### config.mk
export PLATFORM = sky130hd
export DESIGN_NAME = at_response_parser_core
export DESIGN_NICKNAME = d
export VERILOG_FILES = /design/src/design/at_rp_pkg.sv /design/src/design/at_rp_ram.sv /design/src/design/at_rp_parser.sv /design/src/design/at_response_parser_core.sv
export SDC_FILE = /design/constraint.sdc
export NUM_CORES = 2
export LEC_CHECK = 0
export BUFFER_PORTS_ARGS = -buffer_cell sky130_fd_sc_hd__buf_2
export CAP_MARGIN = 20
export CORE_AREA = 2 2 641 643
export CTS_BUF_LIST = sky130_fd_sc_hd__clkbuf_4 sky130_fd_sc_hd__clkbuf_8
export DETAILED_ROUTE_END_ITERATION = 6
export DIE_AREA = 0 0 643 645
export GPL_TIMING_DRIVEN = 0
export SKIP_LAST_GASP = 1
export SYNTH_ARGS = -nofsm -noshare
export SYNTH_HDL_FRONTEND = slang
export SYNTH_SLANG_ARGS = --single-unit
### constraint.sdc
create_clock -name clk -period 3.3 [get_ports clk]
set_input_delay 0.33 -clock clk [delete_from_list [all_inputs] [get_ports clk]]
set_output_delay 0.33 -clock clk [all_outputs]
set_load 0.05 [all_outputs]
### src/design/at_rp_pkg.sv
// ----------------------------------------------------------------------------
// at_rp_pkg
// Types and constants shared by the AT response parser modules.
// ----------------------------------------------------------------------------
package at_rp_pkg;

	localparam logic ACT_FEED = 1'b0;
	localparam logic ACT_READ = 1'b1;

	localparam logic [1:0] STATUS_NOT_READY = 2'd0;
	localparam logic [1:0] STATUS_READY_OK  = 2'd1;
	localparam logic [1:0] STATUS_READY_ERR = 2'd2;

	localparam logic VERDICT_OK    = 1'b0;
	localparam logic VERDICT_ERROR = 1'b1;

	localparam logic [7:0] CHR_CR    = 8'h0D;
	localparam logic [7:0] CHR_LF    = 8'h0A;
	localparam logic [7:0] CHR_PLUS  = 8'h2B;
	localparam logic [7:0] CHR_O     = 8'h4F;
	localparam logic [7:0] CHR_K     = 8'h4B;
	localparam logic [7:0] CHR_E     = 8'h45;
	localparam logic [7:0] CHR_R     = 8'h52;
	localparam logic [7:0] PRINT_LO  = 8'd32;
	localparam logic [7:0] PRINT_HI  = 8'd126;

	typedef struct packed {
		logic       action;
		logic [7:0] rx_byte;
		logic [2:0] read_row;
		logic [6:0] read_col;
	} at_rp_in_t;

	typedef struct packed {
		logic [1:0] parse_status;
		logic       final_status;
		logic [2:0] line_index;
		logic [7:0] read_char;
	} at_rp_out_t;

	typedef struct packed {
		logic [1:0] parse_status;
		logic       final_status;
		logic [2:0] line_index;
	} at_rp_result_t;

endpackage

### src/design/at_rp_ram.sv
// ----------------------------------------------------------------------------
// at_rp_ram
// Generic single-write, single-read RAM with registered read data.
// ----------------------------------------------------------------------------
module at_rp_ram #(
	parameter int WIDTH = 8,
	parameter int DEPTH = 512
) (
	input  logic                     clk,
	input  logic                     we,
	input  logic [$clog2(DEPTH)-1:0] waddr,
	input  logic [WIDTH-1:0]         wdata,
	input  logic                     re,
	input  logic [$clog2(DEPTH)-1:0] raddr,
	output logic [WIDTH-1:0]         rdata
);

	logic [WIDTH-1:0] mem_q [DEPTH];

	always_ff @(posedge clk) begin
		if (we) begin
			mem_q[waddr] <= wdata;
		end
		if (re) begin
			rdata <= mem_q[raddr];
		end
	end

endmodule

### src/design/at_rp_parser.sv
// ----------------------------------------------------------------------------
// at_rp_parser
// Response state machine, row and column counters, per-row fill lengths and
// store write requests. Reads past a row's fill length give rd_hit low.
// ----------------------------------------------------------------------------
module at_rp_parser
	import at_rp_pkg::*;
#(
	parameter int MAX_LINES  = 8,
	parameter int LINE_WIDTH = 64
) (
	input  logic                   clk,
	input  logic                   arst_n,
	input  logic                   feed,
	input  logic [7:0]             rx_byte,
	input  logic [2:0]             read_row,
	input  logic [6:0]             read_col,
	output at_rp_result_t          result,
	output logic                   rd_hit,
	output logic                   wr_en,
	output logic [((MAX_LINES > 1) ? $clog2(MAX_LINES) : 1) + $clog2(LINE_WIDTH)-1:0] wr_addr,
	output logic [7:0]             wr_data
);

	localparam int RW  = (MAX_LINES > 1) ? $clog2(MAX_LINES) : 1;
	localparam int CW  = $clog2(LINE_WIDTH);
	localparam int CLW = $clog2(LINE_WIDTH + 1);
	localparam int KW  = (CLW > 7) ? CLW : 7;

	typedef enum logic [4:0] {
		S_IDLE, S_CR, S_CRLF, S_O, S_OK, S_OK_CR,
		S_E, S_ER, S_ERR, S_ERRO, S_ERROR, S_ERROR_CR,
		S_LINE, S_LINE_CR, S_LINE_LF, S_BLANK_CR, S_BLANK_LF
	} state_t;

	state_t         state_q, state_n;
	logic [CLW-1:0] column_q, column_n;
	logic           stop_q, stop_n;
	logic [RW-1:0]  row_q, row_n;
	logic           verdict_q, verdict_n;
	logic [CLW-1:0] len_q [MAX_LINES];
	logic [1:0]     status;
	logic           clr;
	logic           put;
	logic           printable;
	logic           row_ok;
	logic [CLW-1:0] rd_len;

	assign printable = (rx_byte >= PRINT_LO) && (rx_byte <= PRINT_HI);

	always_comb begin
		state_n   = state_q;
		column_n  = column_q;
		stop_n    = stop_q;
		row_n     = row_q;
		verdict_n = verdict_q;
		status    = STATUS_NOT_READY;
		clr       = 1'b0;
		put       = 1'b0;
		unique case (state_q)
			S_IDLE: begin
				clr = 1'b1;
				if (rx_byte == CHR_CR) begin
					state_n = S_CR;
					row_n   = '0;
					stop_n  = 1'b0;
				end else begin
					status = STATUS_READY_ERR;
				end
			end
			S_CR: begin
				if (rx_byte == CHR_LF) state_n = S_CRLF;
				else status = STATUS_READY_ERR;
			end
			S_CRLF: begin
				priority if (rx_byte == CHR_O) begin
					state_n = S_O;
				end else if (rx_byte == CHR_E) begin
					state_n = S_E;
					stop_n  = 1'b0;
				end else if (rx_byte == CHR_PLUS) begin
					state_n = S_LINE;
					stop_n  = 1'b0;
				end else begin
					status = STATUS_READY_ERR;
				end
			end
			S_O: begin
				if (rx_byte == CHR_K) state_n = S_OK;
				else status = STATUS_READY_ERR;
			end
			S_OK: begin
				if (rx_byte == CHR_CR) state_n = S_OK_CR;
				else status = STATUS_READY_ERR;
			end
			S_OK_CR: begin
				if (rx_byte == CHR_LF) begin
					state_n   = S_IDLE;
					stop_n    = 1'b0;
					verdict_n = VERDICT_OK;
					status    = STATUS_READY_OK;
				end else begin
					status = STATUS_READY_ERR;
				end
			end
			S_E: begin
				if (rx_byte == CHR_R) state_n = S_ER;
				else status = STATUS_READY_ERR;
			end
			S_ER: begin
				if (rx_byte == CHR_R) state_n = S_ERR;
				else status = STATUS_READY_ERR;
			end
			S_ERR: begin
				if (rx_byte == CHR_O) state_n = S_ERRO;
				else status = STATUS_READY_ERR;
			end
			S_ERRO: begin
				if (rx_byte == CHR_R) state_n = S_ERROR;
				else status = STATUS_READY_ERR;
			end
			S_ERROR: begin
				if (rx_byte == CHR_CR) state_n = S_ERROR_CR;
				else status = STATUS_READY_ERR;
			end
			S_ERROR_CR: begin
				if (rx_byte == CHR_LF) begin
					state_n   = S_IDLE;
					stop_n    = 1'b0;
					verdict_n = VERDICT_ERROR;
					status    = STATUS_READY_OK;
				end else begin
					status = STATUS_READY_ERR;
				end
			end
			S_LINE: begin
				priority if (printable) begin
					if (column_q < CLW'(LINE_WIDTH)) begin
						put      = !stop_q;
						column_n = column_q + CLW'(1);
					end
				end else if (rx_byte == CHR_CR) begin
					state_n  = S_LINE_CR;
					column_n = '0;
				end else begin
					status = STATUS_READY_ERR;
				end
			end
			S_LINE_CR: begin
				if (rx_byte == CHR_LF) state_n = S_LINE_LF;
				else status = STATUS_READY_ERR;
			end
			S_LINE_LF: begin
				priority if (rx_byte == CHR_PLUS) begin
					state_n = S_LINE;
					if (row_q >= RW'(MAX_LINES - 1)) stop_n = 1'b1;
					else row_n = row_q + RW'(1);
				end else if (rx_byte == CHR_CR) begin
					state_n = S_BLANK_CR;
				end else begin
					status = STATUS_READY_ERR;
				end
			end
			S_BLANK_CR: begin
				if (rx_byte == CHR_LF) state_n = S_BLANK_LF;
				else status = STATUS_READY_ERR;
			end
			S_BLANK_LF: begin
				priority if (rx_byte == CHR_O) state_n = S_O;
				else if (rx_byte == CHR_E) state_n = S_E;
				else status = STATUS_READY_ERR;
			end
			default: begin
				status = STATUS_READY_ERR;
			end
		endcase
		// an error leaves state, column, stop flag and row where they were
		if (status == STATUS_READY_ERR) begin
			state_n  = state_q;
			column_n = column_q;
			stop_n   = stop_q;
			row_n    = row_q;
		end
	end

	always_ff @(posedge clk or negedge arst_n) begin
		if (!arst_n) begin
			state_q   <= S_IDLE;
			column_q  <= '0;
			stop_q    <= 1'b0;
			row_q     <= '0;
			verdict_q <= 1'b0;
			for (int i = 0; i < MAX_LINES; i++) len_q[i] <= '0;
		end else if (feed) begin
			state_q   <= state_n;
			column_q  <= column_n;
			stop_q    <= stop_n;
			row_q     <= row_n;
			verdict_q <= verdict_n;
			if (clr) begin
				for (int i = 0; i < MAX_LINES; i++) len_q[i] <= '0;
			end else if (put) begin
				len_q[row_q] <= column_q + CLW'(1);
			end
		end
	end

	always_comb begin
		if (feed) begin
			result.parse_status = status;
			result.final_status = (status == STATUS_READY_OK) ? verdict_n : 1'b0;
			result.line_index   = 3'(row_n);
		end else begin
			result.parse_status = STATUS_NOT_READY;
			result.final_status = 1'b0;
			result.line_index   = 3'(row_q);
		end
	end

	assign wr_en   = feed && put;
	assign wr_addr = {row_q, column_q[CW-1:0]};
	assign wr_data = rx_byte;

	assign row_ok = {4'b0, read_row} < 7'(MAX_LINES);
	assign rd_len = len_q[RW'(read_row)];
	assign rd_hit = row_ok && (KW'(read_col) < KW'(rd_len));

endmodule

### src/design/at_response_parser_core.sv
// ----------------------------------------------------------------------------
// at_response_parser_core
// AT response parser: byte-wise response state machine with a line store
// for '+' lines and single-character reads from that store.
//
//   channel | direction | payload      | handshake
//   req     | in        | at_rp_in_t   | req_valid / req_ready
//   rsp     | out       | at_rp_out_t  | rsp_valid / rsp_ready
//
// One item per cycle while the response is not stalled; each result is registered
// and appears in the cycle after its item is accepted. The store read port is registered too.
// Clearing the store is a reset of per-row fill lengths.
// Reset leaves the parser idle with all rows empty.
// A stalled result holds in the output register; req_ready follows it.
// ----------------------------------------------------------------------------
module at_response_parser_core
	import at_rp_pkg::*;
#(
	parameter int MAX_LINES  = 8,
	parameter int LINE_WIDTH = 64
) (
	input  logic       clk,
	input  logic       arst_n,
	input  logic       req_valid,
	output logic       req_ready,
	input  at_rp_in_t  req,
	output logic       rsp_valid,
	input  logic       rsp_ready,
	output at_rp_out_t rsp
);

	localparam int RW    = (MAX_LINES > 1) ? $clog2(MAX_LINES) : 1;
	localparam int CW    = $clog2(LINE_WIDTH);
	localparam int AW    = RW + CW;
	localparam int DEPTH = MAX_LINES * (1 << CW);

	logic          accept;
	logic          feed;
	logic          rd_en;
	at_rp_result_t result;
	logic          rd_hit;
	logic          wr_en;
	logic [AW-1:0] wr_addr;
	logic [7:0]    wr_data;
	logic [AW-1:0] rd_addr;
	logic [7:0]    rd_data;
	logic          rsp_valid_q;
	at_rp_result_t result_q;
	logic          hit_q;

	assign req_ready = !rsp_valid_q || rsp_ready;
	assign accept    = req_valid && req_ready;
	assign feed      = accept && (req.action == ACT_FEED);
	assign rd_en     = accept && (req.action == ACT_READ);
	assign rd_addr   = {RW'(req.read_row), CW'(req.read_col)};

	at_rp_parser #(
		.MAX_LINES  (MAX_LINES),
		.LINE_WIDTH (LINE_WIDTH)
	) u_parser (
		.clk      (clk),
		.arst_n   (arst_n),
		.feed     (feed),
		.rx_byte  (req.rx_byte),
		.read_row (req.read_row),
		.read_col (req.read_col),
		.result   (result),
		.rd_hit   (rd_hit),
		.wr_en    (wr_en),
		.wr_addr  (wr_addr),
		.wr_data  (wr_data)
	);

	at_rp_ram #(
		.WIDTH (8),
		.DEPTH (DEPTH)
	) u_store (
		.clk   (clk),
		.we    (wr_en),
		.waddr (wr_addr),
		.wdata (wr_data),
		.re    (rd_en),
		.raddr (rd_addr),
		.rdata (rd_data)
	);

	always_ff @(posedge clk or negedge arst_n) begin
		if (!arst_n) begin
			rsp_valid_q <= 1'b0;
		end else if (accept) begin
			rsp_valid_q <= 1'b1;
		end else if (rsp_ready) begin
			rsp_valid_q <= 1'b0;
		end
	end

	always_ff @(posedge clk) begin
		if (accept) begin
			result_q <= result;
			hit_q    <= rd_en && rd_hit;
		end
	end

	assign rsp_valid         = rsp_valid_q;
	assign rsp.parse_status  = result_q.parse_status;
	assign rsp.final_status  = result_q.final_status;
	assign rsp.line_index    = result_q.line_index;
	assign rsp.read_char     = hit_q ? rd_data : 8'd0;

endmodule
==> results.cfg <==
[detailed_routing]
via_count = 89180
drc = 0
drtIter0Drc = 13940
ant_nets = 0
detail_route.wl_per_cell_um = 37.1
first_pass_iters = 6
via_per_inst = 6.03
drt_wl_total_um = 549000

[pwr]
comb_power_share = 0.062
powerDensity_nw_per_um2 = 565
power_mw = 109
p_int_mw = 83.2
power_leakage_nw = 59.9
power.switching_mw = 25.9
p_seq_frac = 0.536
swShare = 0.238
clkPwrFrac = 0.402
ir_worst_vdd_mv = 0.397

[die]
core-area_sq_um = 408000
dieHeight_um = 645
fp.dieW_um = 643
placementRows = 235
ioPinCount = 39
dieArea_sq_um = 415000
initial_core_util = 0.399

[clock_network]
clk_latency_ns = 1.27
cts_max_level = 6
cts_num_sinks = 4184
numCtsBuffers = 654
cts_tree = yes
path_clk_slew_ns = 0.07
clock-root-buffer = clkbuf_8
cts_buffer_depth = 4

[placement]
placedCellCount = 13388
dp_hpwl_um = 370000
gp_congestion = 0.990
io_buffers = 36
dp_slack_ns = -3.22
placed_area_sq_um = 172000

[setup_path]
path_class = in2reg
r2r-end = u_store.mem_q[30][4]$_DFFE_PP_
startpoint_type = primary input
cp_max_fo = 11
end_kind = flip-flop
reg2reg_depth = 7
reg2reg_slack_ns = -0.22
r2r_start = u_parser.column_q[4]$_DFFE_PN0P_
worstPathRequired_ns = 4.44
crit_arrival_ns = 4.76

[yosys]
ys_seq_area_frac = 0.770
syn_area_sq_um = 163000
synthTopCellsByCount = edfxtp_1 (4,111), mux4_2 (1,039), nor2_1 (626), o21ai_0 (267), mux2i_1 (260)
syn_inst = 7780
yosysTopAreaCell = edfxtp_1
synth_seq_cells = 4184
async_reset_ff_frac = 0.0174
netlist.area_leader.share = 0.758
synth_flop_cell = edfxtp_1
netlist_top_cells_area = edfxtp_1 (76%), mux4_2 (14%), mux2i_1 (1.6%)
ys_types = 61
synth_edf_count = 4111
syn_nets = 7815
synth.most_common_cell = edfxtp_1
syn_area_per_cell_sq_um = 20.9
yosys_warnings = 0

[run_status]
violations = setup timing
outcome = finished with violations

[timing]
max_slew_margin = 0.169
finalSetupTns_ns = -7.91
setup_viol = 90
rsz0062_at_grt = true
hold_viol = 0
layout_setup_ws_ns = -0.322
period_share = 1.10
post-route-min-period_ns = 3.62
fin_skew_ns = 0.0759
fin_hold_ws_ns = 0.0142
fmax_ghz = 0.276
tightest_slew_ns = 1.25
drv_slew = 0

[cells_and_area]
syn2layout_area_growth_pct = 18.5
final_area_sq_um = 193000
final_cells = 14793
drive_above_1_share = 0.357
post-route-util = 0.473
layout.nets = 8837

[global_routing]
antenna_found_initial = 47
globalRoute.totalOverflow = 0
grt_pass1_vias = 87714
grt_use_total = 0.260
grt_max_degree = 153
grt_pass1_wl_um = 734000

[min_path]
hp-start = req[12]
holdCritPathClass = in2reg
holdPathStages = 5
min_to = u_store.mem_q[320][2]$_DFFE_PP_

[job]
max-cap-violations = 0
## how the worst max path moves through the flow
stage	start	depth (start not counted)	slack [ns]	end
floorplan	rsp_valid$_DFFE_PN0P_	8	0.07	u_store.mem_q[460][0]$_DFFE_PP_
global placement	req[15]	10	-9.82	u_store.mem_q[196][3]$_DFFE_PP_
detailed placement	req[15]	11	-3.22	u_store.mem_q[196][0]$_DFFE_PP_
CTS	u_parser.state_q[0]$_DFFE_PN0P_	8	-0.24	u_store.mem_q[508][2]$_DFFE_PP_
global route	u_parser.column_q[4]$_DFFE_PN0P_	7	-0.23	u_store.mem_q[30][4]$_DFFE_PP_
finish	req[2]	11	-0.32	u_store.rdata[0]$_DFFE_PP_
## state kept, by name, indices dropped and copies added, names as in the netlist
name and count:
rsp_valid 1, hit_q 1, u_parser.row_q 3, u_parser.stop_q 1, u_parser.state_q 5, rsp 6, u_parser.len_q 56, u_store.mem_q 4096
u_parser.column_q 7, u_store.rdata 8
## critical path, cell delays in order
cell      delay [ns]
buf_2           0.33
nand3b_1        0.24
buf_4           0.18
buf_2           0.39
clkbuf_2        0.70
clkbuf_1        0.68
o221ai_2        0.40
a221oi_2        0.72
a21oi_1         0.30
nand4_1         0.24
and3_1          0.17
## repair_timing
item                        CTS  global route
pin swaps                    66            69
hold endpoints to repair   1704             0
hold buffers                 69             0
cloned                        1             0
resized for setup          1066           188
setup endpoints to repair  4112          4035
setup buffers                87            50
## per-layer routing
layer / track usage / routed length (um) / share of wire / up-vias
met5: 0 / 207 / 0.00038 / -
met4: 0.144 / 36200 / 0.066 / 24
met3: 0.0764 / 69700 / 0.13 / 1220
met2: 0.394 / 247000 / 0.45 / 6170
met1: 0.337 / 196000 / 0.36 / 47251
li1: - / - / - / 34515
## cells by family after synthesis
group,Yosys count,share of synthesized area
AND/OR/NAND/NOR,1126,0.0302
XOR/XNOR,6,0.000323
flip-flops,4184,0.770
multiplexers,1337,0.162
buffers and inverters,502,0.0145
adder cells (fa/ha/maj),12,0.000922
AO/OA/AOI/OAI,613,0.0221
## final cells by class
| cell class | count | area [sq um] |
|---|---|---|
| fillers | 33636 | 215000 |
| flip-flops and latches | 4184 | 125000 |
| multi-input cells | 3094 | 39100 |
| clock buffers | 855 | 10600 |
| well taps | 5451 | 6820 |
| repair buffers | 375 | 5930 |
| plain buffers | 486 | 2920 |
| clock inverters | 324 | 2330 |
| diodes | 17 | 42.5 |
| inverters | 7 | 26.3 |
## layout by cell type, fill, tap and decap left out, types with 66 or more instances in the layout
master	n
dfrtp_1	73
edfxtp_1	4111
mux4_2	1039
clkbuf_8	677
mux2i_1	251
clkbuf_1	134
buf_12	101
o22ai_1	99
clkbuf_4	216
nor2_4	425
a21oi_1	117
nor2_1	129
clkinv_2	84
nor2_2	72
buf_4	144
buf_16	66
clkinv_1	165
buf_2	141
nand3_1	163
o21ai_0	267
nand2_1	168
## power groups by stage
stage / Combinational (mW) / Sequential, mW / Clock (mW)
floorplan: 2.90 / 59.5 / 0
global placement: 6.03 / 60.0 / 0
detailed placement: 6.34 / 59.5 / 0
CTS: 6.61 / 58.4 / 44.1
global route: 6.88 / 58.4 / 46.4
finish: 6.77 / 58.4 / 43.9
Note: power is estimated with default switching activity, not from simulation.
